==> src/design/slotalloc_pkg.sv <==
package slotalloc_pkg;

	// field widths fixed by the request/response format
	localparam int REQ_TYPE_W = 1;
	localparam int GROUP_W    = 3;
	localparam int SLOT_W     = 4;
	localparam int HEIGHT_W   = 16;
	localparam int POS_W      = 32;
	// fill count spans 0 .. 2*SLOTS-1 for SLOTS up to 16
	localparam int CNT_W      = 5;
	localparam int ENTRY_W    = HEIGHT_W + 3 * POS_W;

	// request codes
	localparam logic [REQ_TYPE_W-1:0] REQ_ALLOC   = 1'b0;
	localparam logic [REQ_TYPE_W-1:0] REQ_RELEASE = 1'b1;

	typedef struct packed {
		logic [REQ_TYPE_W-1:0] req_type;
		logic [GROUP_W-1:0]    group;
		logic [SLOT_W-1:0]     release_slot;
		logic [HEIGHT_W-1:0]   height_value;
		logic signed [POS_W-1:0] pos_x;
		logic signed [POS_W-1:0] pos_y;
		logic signed [POS_W-1:0] pos_z;
	} req_t;

	typedef struct packed {
		logic              stored;
		logic [SLOT_W-1:0] slot_used;
	} rsp_t;

	// controller to datapath commands
	typedef struct packed {
		logic capture;  // latch the incoming request beat
		logic exec;     // update count/mask, write entry, load response
	} cmd_t;

endpackage

==> src/design/slotalloc_if.sv <==
interface slotalloc_if #(
	parameter type T = logic
);
	logic valid;
	logic ready;
	T     data;

	modport source (output valid, output data, input ready);
	modport sink   (input valid, input data, output ready);
endinterface

==> src/design/slotalloc_ram.sv <==
module slotalloc_ram #(
	parameter int WIDTH = 8,
	parameter int DEPTH = 16,
	localparam int AW = (DEPTH > 1) ? $clog2(DEPTH) : 1
) (
	input  logic                    clk,
	input  logic                    we,
	input  logic [AW-1:0]           waddr,
	input  logic [WIDTH-1:0]        wdata,
	input  logic                    re,
	input  logic [AW-1:0]           raddr,
	output logic [WIDTH-1:0]        rdata
);
	logic [WIDTH-1:0] mem [DEPTH];

	// one write port, one registered read port
	always_ff @(posedge clk) begin
		if (we) begin
			mem[waddr] <= wdata;
		end
		if (re) begin
			rdata <= mem[raddr];
		end
	end
endmodule

==> src/design/slotalloc_ctrl.sv <==
module slotalloc_ctrl (
	input  logic                clk,
	input  logic                arst_n,
	input  logic                req_valid,
	output logic                req_ready,
	output logic                rsp_valid,
	input  logic                rsp_ready,
	output slotalloc_pkg::cmd_t cmd
);
	typedef enum logic {
		S_IDLE,
		S_EXEC
	} state_t;

	state_t state_q;
	logic   rsp_valid_q;
	logic   exec_ok;

	// execute once the response register is free or drains this cycle
	assign exec_ok     = (state_q == S_EXEC) && (!rsp_valid_q || rsp_ready);
	assign req_ready   = (state_q == S_IDLE);
	assign rsp_valid   = rsp_valid_q;
	assign cmd.capture = req_valid && (state_q == S_IDLE);
	assign cmd.exec    = exec_ok;

	// state and response valid
	always_ff @(posedge clk or negedge arst_n) begin
		if (!arst_n) begin
			state_q     <= S_IDLE;
			rsp_valid_q <= 1'b0;
		end else begin
			unique case (state_q)
				S_IDLE: begin
					if (req_valid) begin
						state_q <= S_EXEC;
					end
				end
				S_EXEC: begin
					if (exec_ok) begin
						state_q <= S_IDLE;
					end
				end
				default: begin
					state_q <= S_IDLE;
				end
			endcase
			if (exec_ok) begin
				rsp_valid_q <= 1'b1;
			end else if (rsp_ready) begin
				rsp_valid_q <= 1'b0;
			end
		end
	end
endmodule

==> src/design/slotalloc_dp.sv <==
module slotalloc_dp #(
	parameter int GROUPS = 8,
	parameter int SLOTS  = 10,
	localparam int AW = (GROUPS * SLOTS > 1) ? $clog2(GROUPS * SLOTS) : 1
) (
	input  logic                                    clk,
	input  logic                                    arst_n,
	input  slotalloc_pkg::cmd_t                     cmd,
	input  slotalloc_pkg::req_t                     req_data,
	output slotalloc_pkg::rsp_t                     rsp_data,
	output logic                                    ram_we,
	output logic [AW-1:0]                           ram_waddr,
	output logic [slotalloc_pkg::ENTRY_W-1:0]       ram_wdata
);
	localparam int GW  = (GROUPS > 1) ? $clog2(GROUPS) : 1;
	localparam int GXW = (GW > slotalloc_pkg::GROUP_W) ? GW : slotalloc_pkg::GROUP_W;
	localparam logic [slotalloc_pkg::CNT_W-1:0] CNT_SLOTS = slotalloc_pkg::CNT_W'(SLOTS);
	localparam logic [slotalloc_pkg::CNT_W-1:0] CNT_LAST  = slotalloc_pkg::CNT_W'(2 * SLOTS - 1);

	slotalloc_pkg::req_t req_q;
	slotalloc_pkg::rsp_t rsp_q;
	logic [slotalloc_pkg::CNT_W-1:0] cnt_q  [GROUPS];
	logic [SLOTS-1:0]                mask_q [GROUPS];

	logic [GXW-1:0]                  gx;
	logic [GW-1:0]                   gi;
	logic                            g_ok;
	logic [slotalloc_pkg::CNT_W-1:0] cnt, cnt_inc, cnt_ring;
	logic [SLOTS-1:0]                mask;
	logic                            found;
	logic [slotalloc_pkg::SLOT_W-1:0] free_slot, ring_slot, wr_slot;
	logic                            is_alloc, below, do_write;

	// request capture
	always_ff @(posedge clk) begin
		if (cmd.capture) begin
			req_q <= req_data;
		end
	end

	// group lookup
	assign gx   = GXW'(req_q.group);
	assign gi   = gx[GW-1:0];
	assign g_ok = 32'(req_q.group) < GROUPS;
	assign cnt  = cnt_q[gi];
	assign mask = mask_q[gi];
	assign is_alloc = (req_q.req_type == slotalloc_pkg::REQ_ALLOC);
	assign below    = (cnt < CNT_SLOTS);

	// lowest clear bit below the raised count
	assign cnt_inc = cnt + 1'b1;
	always_comb begin
		found     = 1'b0;
		free_slot = '0;
		for (int i = 0; i < SLOTS; i++) begin
			if (!found && (slotalloc_pkg::CNT_W'(i) < cnt_inc) && !mask[i]) begin
				found     = 1'b1;
				free_slot = slotalloc_pkg::SLOT_W'(i);
			end
		end
	end

	// ring step once full
	assign cnt_ring  = (cnt >= CNT_LAST) ? CNT_SLOTS : cnt_inc;
	assign ring_slot = slotalloc_pkg::SLOT_W'(cnt_ring - CNT_SLOTS);

	assign wr_slot  = below ? free_slot : ring_slot;
	assign do_write = g_ok && is_alloc && (!below || found);

	// entry write
	assign ram_we    = cmd.exec && do_write;
	assign ram_waddr = AW'(32'(gi) * SLOTS + 32'(wr_slot));
	assign ram_wdata = {req_q.height_value, req_q.pos_x, req_q.pos_y, req_q.pos_z};

	// per-group count and mask
	always_ff @(posedge clk or negedge arst_n) begin
		if (!arst_n) begin
			for (int g = 0; g < GROUPS; g++) begin
				cnt_q[g]  <= '0;
				mask_q[g] <= '0;
			end
		end else if (cmd.exec && g_ok) begin
			if (!is_alloc) begin
				if (32'(req_q.release_slot) < SLOTS) begin
					mask_q[gi][req_q.release_slot] <= 1'b0;
				end
			end else if (below) begin
				cnt_q[gi] <= cnt_inc;
				if (found) begin
					mask_q[gi][free_slot] <= 1'b1;
				end
			end else begin
				cnt_q[gi] <= cnt_ring;
			end
		end
	end

	// response register
	always_ff @(posedge clk) begin
		if (cmd.exec) begin
			rsp_q.stored    <= do_write;
			rsp_q.slot_used <= do_write ? wr_slot : '0;
		end
	end

	assign rsp_data = rsp_q;
endmodule

==> src/design/slot_allocator_with_ring_overflow.sv <==
// channel  dir  payload                                          beat when
// req      in   req_type group release_slot height_value pos_*   valid && ready
// rsp      out  stored slot_used                                 valid && ready
//
// Each request is captured in the idle state; the execute state then does the
// read-modify-write of the group's count and mask and the entry store write.
// The response sits in an output register; a stalled response holds the
// controller in its execute state, and ready drops until it drains.
// Reset clears all fill counts and used masks at once; no clearing pass.
module slot_allocator_with_ring_overflow #(
	parameter int GROUPS = 8,
	parameter int SLOTS  = 10
) (
	input logic clk,
	input logic arst_n,
	slotalloc_if.sink   req,
	slotalloc_if.source rsp
);
	localparam int AW = (GROUPS * SLOTS > 1) ? $clog2(GROUPS * SLOTS) : 1;

	slotalloc_pkg::cmd_t                cmd;
	logic                               ram_we;
	logic [AW-1:0]                      ram_waddr;
	logic [slotalloc_pkg::ENTRY_W-1:0]  ram_wdata;

	slotalloc_ctrl u_ctrl (
		.clk       (clk),
		.arst_n    (arst_n),
		.req_valid (req.valid),
		.req_ready (req.ready),
		.rsp_valid (rsp.valid),
		.rsp_ready (rsp.ready),
		.cmd       (cmd)
	);

	slotalloc_dp #(
		.GROUPS (GROUPS),
		.SLOTS  (SLOTS)
	) u_dp (
		.clk       (clk),
		.arst_n    (arst_n),
		.cmd       (cmd),
		.req_data  (req.data),
		.rsp_data  (rsp.data),
		.ram_we    (ram_we),
		.ram_waddr (ram_waddr),
		.ram_wdata (ram_wdata)
	);

	// entry store: height and three position words per slot
	slotalloc_ram #(
		.WIDTH (slotalloc_pkg::ENTRY_W),
		.DEPTH (GROUPS * SLOTS)
	) u_entry_ram (
		.clk   (clk),
		.we    (ram_we),
		.waddr (ram_waddr),
		.wdata (ram_wdata),
		.re    (1'b0),
		.raddr ('0),
		.rdata ()
	);
endmodule
==> src/flat_wrapper.sv <==
// flat-port wrapper written by rule: the top's interface ports become plain ports
module slot_allocator_with_ring_overflow_flat 
#(
	parameter int GROUPS = 8,
	parameter int SLOTS  = 10
)
  (clk, arst_n, req_valid, req_data, req_ready, rsp_valid, rsp_data, rsp_ready);
  slotalloc_if req_i ();
  slotalloc_if rsp_i ();
  input logic clk;
  input logic arst_n;
  input wire logic [$bits(req_i.valid)-1:0] req_valid;
  input wire logic [$bits(req_i.data)-1:0] req_data;
  output wire logic [$bits(req_i.ready)-1:0] req_ready;
  output wire logic [$bits(rsp_i.valid)-1:0] rsp_valid;
  output wire logic [$bits(rsp_i.data)-1:0] rsp_data;
  input wire logic [$bits(rsp_i.ready)-1:0] rsp_ready;
  assign req_i.valid = req_valid;
  assign req_i.data = req_data;
  assign req_ready = req_i.ready;
  assign rsp_valid = rsp_i.valid;
  assign rsp_data = rsp_i.data;
  assign rsp_i.ready = rsp_ready;
  slot_allocator_with_ring_overflow #(.GROUPS(GROUPS), .SLOTS(SLOTS)) u_core (.clk(clk), .arst_n(arst_n), .req(req_i), .rsp(rsp_i));
endmodule
==> config.mk <==
export PLATFORM = sky130hd
export DESIGN_NAME = slot_allocator_with_ring_overflow_flat
export DESIGN_NICKNAME = d
export VERILOG_FILES = /design/src/design/slotalloc_pkg.sv /design/src/design/slotalloc_if.sv /design/src/design/slotalloc_ram.sv /design/src/design/slotalloc_ctrl.sv /design/src/design/slotalloc_dp.sv /design/src/design/slot_allocator_with_ring_overflow.sv /design/src/flat_wrapper.sv
export SDC_FILE = /design/constraint.sdc
export NUM_CORES = 1
export LEC_CHECK = 0
export BUFFER_PORTS_ARGS = -buffer_cell sky130_fd_sc_hd__buf_2
export CAP_MARGIN = 20
export CORE_ASPECT_RATIO = 0.9
export CORE_UTILIZATION = 35
export DETAILED_ROUTE_END_ITERATION = 12
export GPL_ROUTABILITY_DRIVEN = 0
export PLACE_DENSITY = 0.58
export SETUP_SLACK_MARGIN = 0.05
export SLEW_MARGIN = 15
export SYNTH_ARGS = -nofsm -noshare
export SYNTH_HDL_FRONTEND = slang
export SYNTH_HIERARCHICAL = 1
export SYNTH_SLANG_ARGS = --single-unit
==> constraint.sdc <==
create_clock -name clk -period 7 [get_ports clk]
set_clock_uncertainty 0.1 [all_clocks]
set_input_delay 0.35 -clock clk [delete_from_list [all_inputs] [get_ports clk]]
set_output_delay 0.35 -clock clk [all_outputs]
set_load 0.01 [all_outputs]
==> flow_results.xml <==
<?xml version="1.0" encoding="UTF-8"?>
<metrics>
  <group name="clock_tree">
    <metric name="cts_buffers" unit="">17</metric>
    <metric name="worstSkewPairLatency" unit="ns">0.42</metric>
    <metric name="cts_post_setup_buffers_inserted" unit="">0</metric>
    <metric name="cts_root_buf" unit="">clkbuf_16</metric>
    <metric name="cts_tree" unit="">built</metric>
    <metric name="cts_repair_resize_count" unit="">0</metric>
    <metric name="cts.sink_count" unit="">131</metric>
    <metric name="clock_tree.htree_level_count" unit="">4</metric>
    <metric name="ctsLongestPathBuffers" unit="">2</metric>
    <metric name="worst_setup_hold_path_clk_slew" unit="ns">0.06</metric>
  </group>
  <group name="floorplan">
    <metric name="fp.dieArea" unit="mm²">0.0200</metric>
    <metric name="core_area" unit="mm²">0.0191</metric>
    <metric name="fp-row-count" unit="">48</metric>
    <metric name="fp.dieH" unit="µm">134</metric>
    <metric name="starting_density_of_the_core" unit="%">35.7</metric>
    <metric name="boundaryPins" unit="">8</metric>
    <metric name="die_w" unit="µm">149</metric>
  </group>
  <group name="yosys">
    <metric name="mappedNetlistArea" unit="mm²">0.00681</metric>
    <metric name="synth.yosys.warnings" unit="">6</metric>
    <metric name="number_of_instances_in_the_synthesized_netlist" unit="">697</metric>
    <metric name="postSynthAreaPerCell" unit="µm²">9.78</metric>
  </group>
  <group name="setup_path">
    <metric name="worst_setup_path_end_kind" unit="">flop</metric>
    <metric name="crit_fanout" unit="">22</metric>
    <metric name="setup.reg_to_reg.worst_slack" unit="ns">1.27</metric>
    <metric name="worst_ep_arrival_time" unit="ns">5.88</metric>
    <metric name="timing.critical_path.required" unit="ns">7.15</metric>
    <metric name="timing_worst_setup_path_type" unit="">reg2reg</metric>
    <metric name="worst_path_max_delay_cell" unit="">edfxtp_1</metric>
    <metric name="worst_r2r_endpoint" unit="">u_core/u_dp/mask_q[50]</metric>
    <metric name="crit_path_cell_trace" unit="">buf_4 -&gt; mux2_2 -&gt; nand3_1 -&gt; and3_1 -&gt; inv_1 -&gt; ha_1 -&gt; xnor2_1 -&gt; or4_1 -&gt; nand3_1 -&gt; a21bo_2 -&gt; or3_1 -&gt; nand2b_1 -&gt; buf_4 -&gt; o31ai_1</metric>
    <metric name="maximum_cell_stage_delay_along_the_critical_path" unit="ns">0.95</metric>
    <metric name="timing.rr.start" unit="">u_core/u_dp/gi[0]</metric>
    <metric name="r2r.worst_path.cells" unit="">14</metric>
    <metric name="cp-start-kind" unit="">flop</metric>
  </group>
  <group name="route">
    <metric name="route.antenna.remaining_nets" unit="">0</metric>
    <metric name="drt_drc_violations_left" unit="">0</metric>
    <metric name="via_count" unit="">5867</metric>
    <metric name="vias_per_cell" unit="">6.07</metric>
    <metric name="drt_iter0_markers" unit="">687</metric>
    <metric name="routed_wirelength" unit="µm">21000</metric>
    <metric name="detail_route.first_pass.iterations" unit="">5</metric>
    <metric name="routedWlPerCell" unit="µm">21.7</metric>
  </group>
  <group name="power">
    <metric name="ir_drop" unit="mV">0.179</metric>
    <metric name="power-per-cell-area" unit="mW/mm²">337</metric>
    <metric name="p_leak" unit="nW">3.15</metric>
  </group>
  <group name="flow_run">
    <metric name="cap_viol_max_count" unit="">0</metric>
  </group>
  <group name="layout">
    <metric name="n_antenna_cell" unit="">0</metric>
    <metric name="fin_nets" unit="">710</metric>
    <metric name="post_route_cells_drive_above_1_share" unit="%">12.7</metric>
    <metric name="syn_to_final_growth" unit="%">12.6</metric>
  </group>
  <group name="timing">
    <metric name="setup_viol_count_final" unit="">0</metric>
    <metric name="min_period_over_period" unit="%">81.9</metric>
    <metric name="final.setup.worst_slack" unit="ns">1.27</metric>
    <metric name="report.final.hold_viol_count" unit="">0</metric>
    <metric name="period_needed" unit="ns">5.73</metric>
    <metric name="slew_violations" unit="">0</metric>
    <metric name="tightest_slew" unit="ns">1.19</metric>
    <metric name="max_freq" unit="MHz">174</metric>
    <metric name="aggregate_negative_setup_slack" unit="ns">0</metric>
    <metric name="rsz_0062_raised_after_global_routing" unit="">false</metric>
    <metric name="max-slew-margin-rel" unit="%">20.9</metric>
  </group>
  <group name="grt">
    <metric name="first_global_vias" unit="">5716</metric>
    <metric name="wire_length_of_the_first_global_routing_pass" unit="µm">32700</metric>
    <metric name="groute.usage.overall" unit="%">22.0</metric>
    <metric name="globalRouteOverflowTotal" unit="">0</metric>
    <metric name="grt_max_degree" unit="">68</metric>
    <metric name="initial_antenna_violation_count" unit="">0</metric>
  </group>
  <group name="placed_design">
    <metric name="placement.setup.worst_slack" unit="ns">1.44</metric>
    <metric name="dp.final_hpwl" unit="µm">14100</metric>
    <metric name="placement.io_buffers" unit="">6</metric>
  </group>
  <group name="hold_path">
    <metric name="hold-path-endpoint" unit="">u_core/u_ctrl/rsp_valid</metric>
    <metric name="min_from" unit="">rsp_ready</metric>
    <metric name="hold_path_depth" unit="">3</metric>
    <metric name="kind_of_path_behind_the_tightest_hold_check" unit="">in2reg</metric>
  </group>
  <group name="outcome">
    <metric name="outcome" unit="">finished clean</metric>
  </group>
</metrics>
==> layout by cell type, fill, tap and decap left out, drive strengths merged, types with 10 or more instances in the layout <==
master and instances:
a21oi 12, a22oi 10, buf 14, clkbuf 18, dfrtp 122, inv 14, mux2 24, mux2i 15
nand2 85, nand3 21, nor2 25, nor2b 12, nor3 11, o21ai 168, o31ai 39
==> power breakdown <==
group	internal [mW]	total, mW	leakage [nW]	switching (mW)
clock	0.557	0.896	0.283	0.339
combinational	0.240	0.702	1.13	0.462
sequential	0.910	0.991	1.74	0.0813
total	1.71	2.59	3.15	0.883
==> metrics by stage <==
stage / power [mW] / hold slack (ns) / utilization (%) / instances / area [µm²]
floorplan: 1.49 / -0.0456 / - / 704 / 6840
global placement: 1.65 / 0.337 / 37.0 / 934 / 7070
detailed placement: 1.69 / 0.358 / 37.0 / 934 / 7070
CTS: 2.59 / 0.0981 / 40.2 / 967 / 7670
global route: 2.72 / 0.116 / 40.2 / 967 / 7670
finish: 2.59 / 0.107 / 40.2 / 967 / 7670
==> metal layers <==
metal	GRT usage [%]	share of wire, %	wire length [µm]
met3	6.33	9.8	2060
met4	7.14	2.3	480
met1	29.9	43	8970
met5	0	0	0
met2	33.5	45	9500
==> how the worst max path moves through the flow <==
stage,from,to,slack [ns],depth (start not counted)
6_report,u_core/u_dp/gi[0],u_core/u_dp/mask_q[50],1.27,14
2_1_floorplan,u_core/u_dp/gi[0],u_core/u_dp/mask_q[0],3.07,17
5_1_grt,u_core/u_dp/gi[0],u_core/u_dp/mask_q[50],1.06,14
4_1_cts,u_core/u_dp/gi[0],u_core/u_dp/mask_q[50],1.38,14
3_5_place_dp,u_core/u_dp/gi[0],u_core/u_dp/mask_q[50],1.44,14
3_3_place_gp,u_core/u_dp/gi[0],u_core/u_dp/mask_q[50],1.58,14
==> worst max-delay path: cells and delay by family (launching register included) <==
kind / cells / cell delay (ns)
AOI/OAI and AO/OA: 2 / 0.36
xor gates and xnor gates: 1 / 0.19
adders and majority gates: 1 / 0.31
buffers and inverters: 3 / 0.86
DFF: 1 / 0.95
muxes: 1 / 0.36
and+or+nand+nor: 6 / 2.42
==> layout make-up <==
type                       count  area, µm²
tap                          250        313
sequential                   131       3320
timing repair buffer          15        103
multi-input combinational    526       3300
clock inverter                14        163
clock buffer                  18        429
fill                        1878      11400
inverter                      13       48.8
==> sequential cells by signal, indices dropped and copies added, names as in the netlist <==
| name | count |
|---|---|
| u_core/u_dp/rsp_data | 1 |
| u_core/u_ctrl/state_q | 1 |
| u_core/u_ctrl/rsp_valid | 1 |
| u_core/u_dp/gi | 3 |
| u_core/u_dp/req_q | 5 |
| u_core/u_dp/cnt_q | 40 |
| u_core/u_dp/mask_q | 80 |
==> repair_timing <==
action,CTS,global route
endpoints found under the setup margin,0,0
endpoints found under the hold margin,55,0
hold buffers,1,0
No activity file was read; power rests on OpenSTA's default activity.
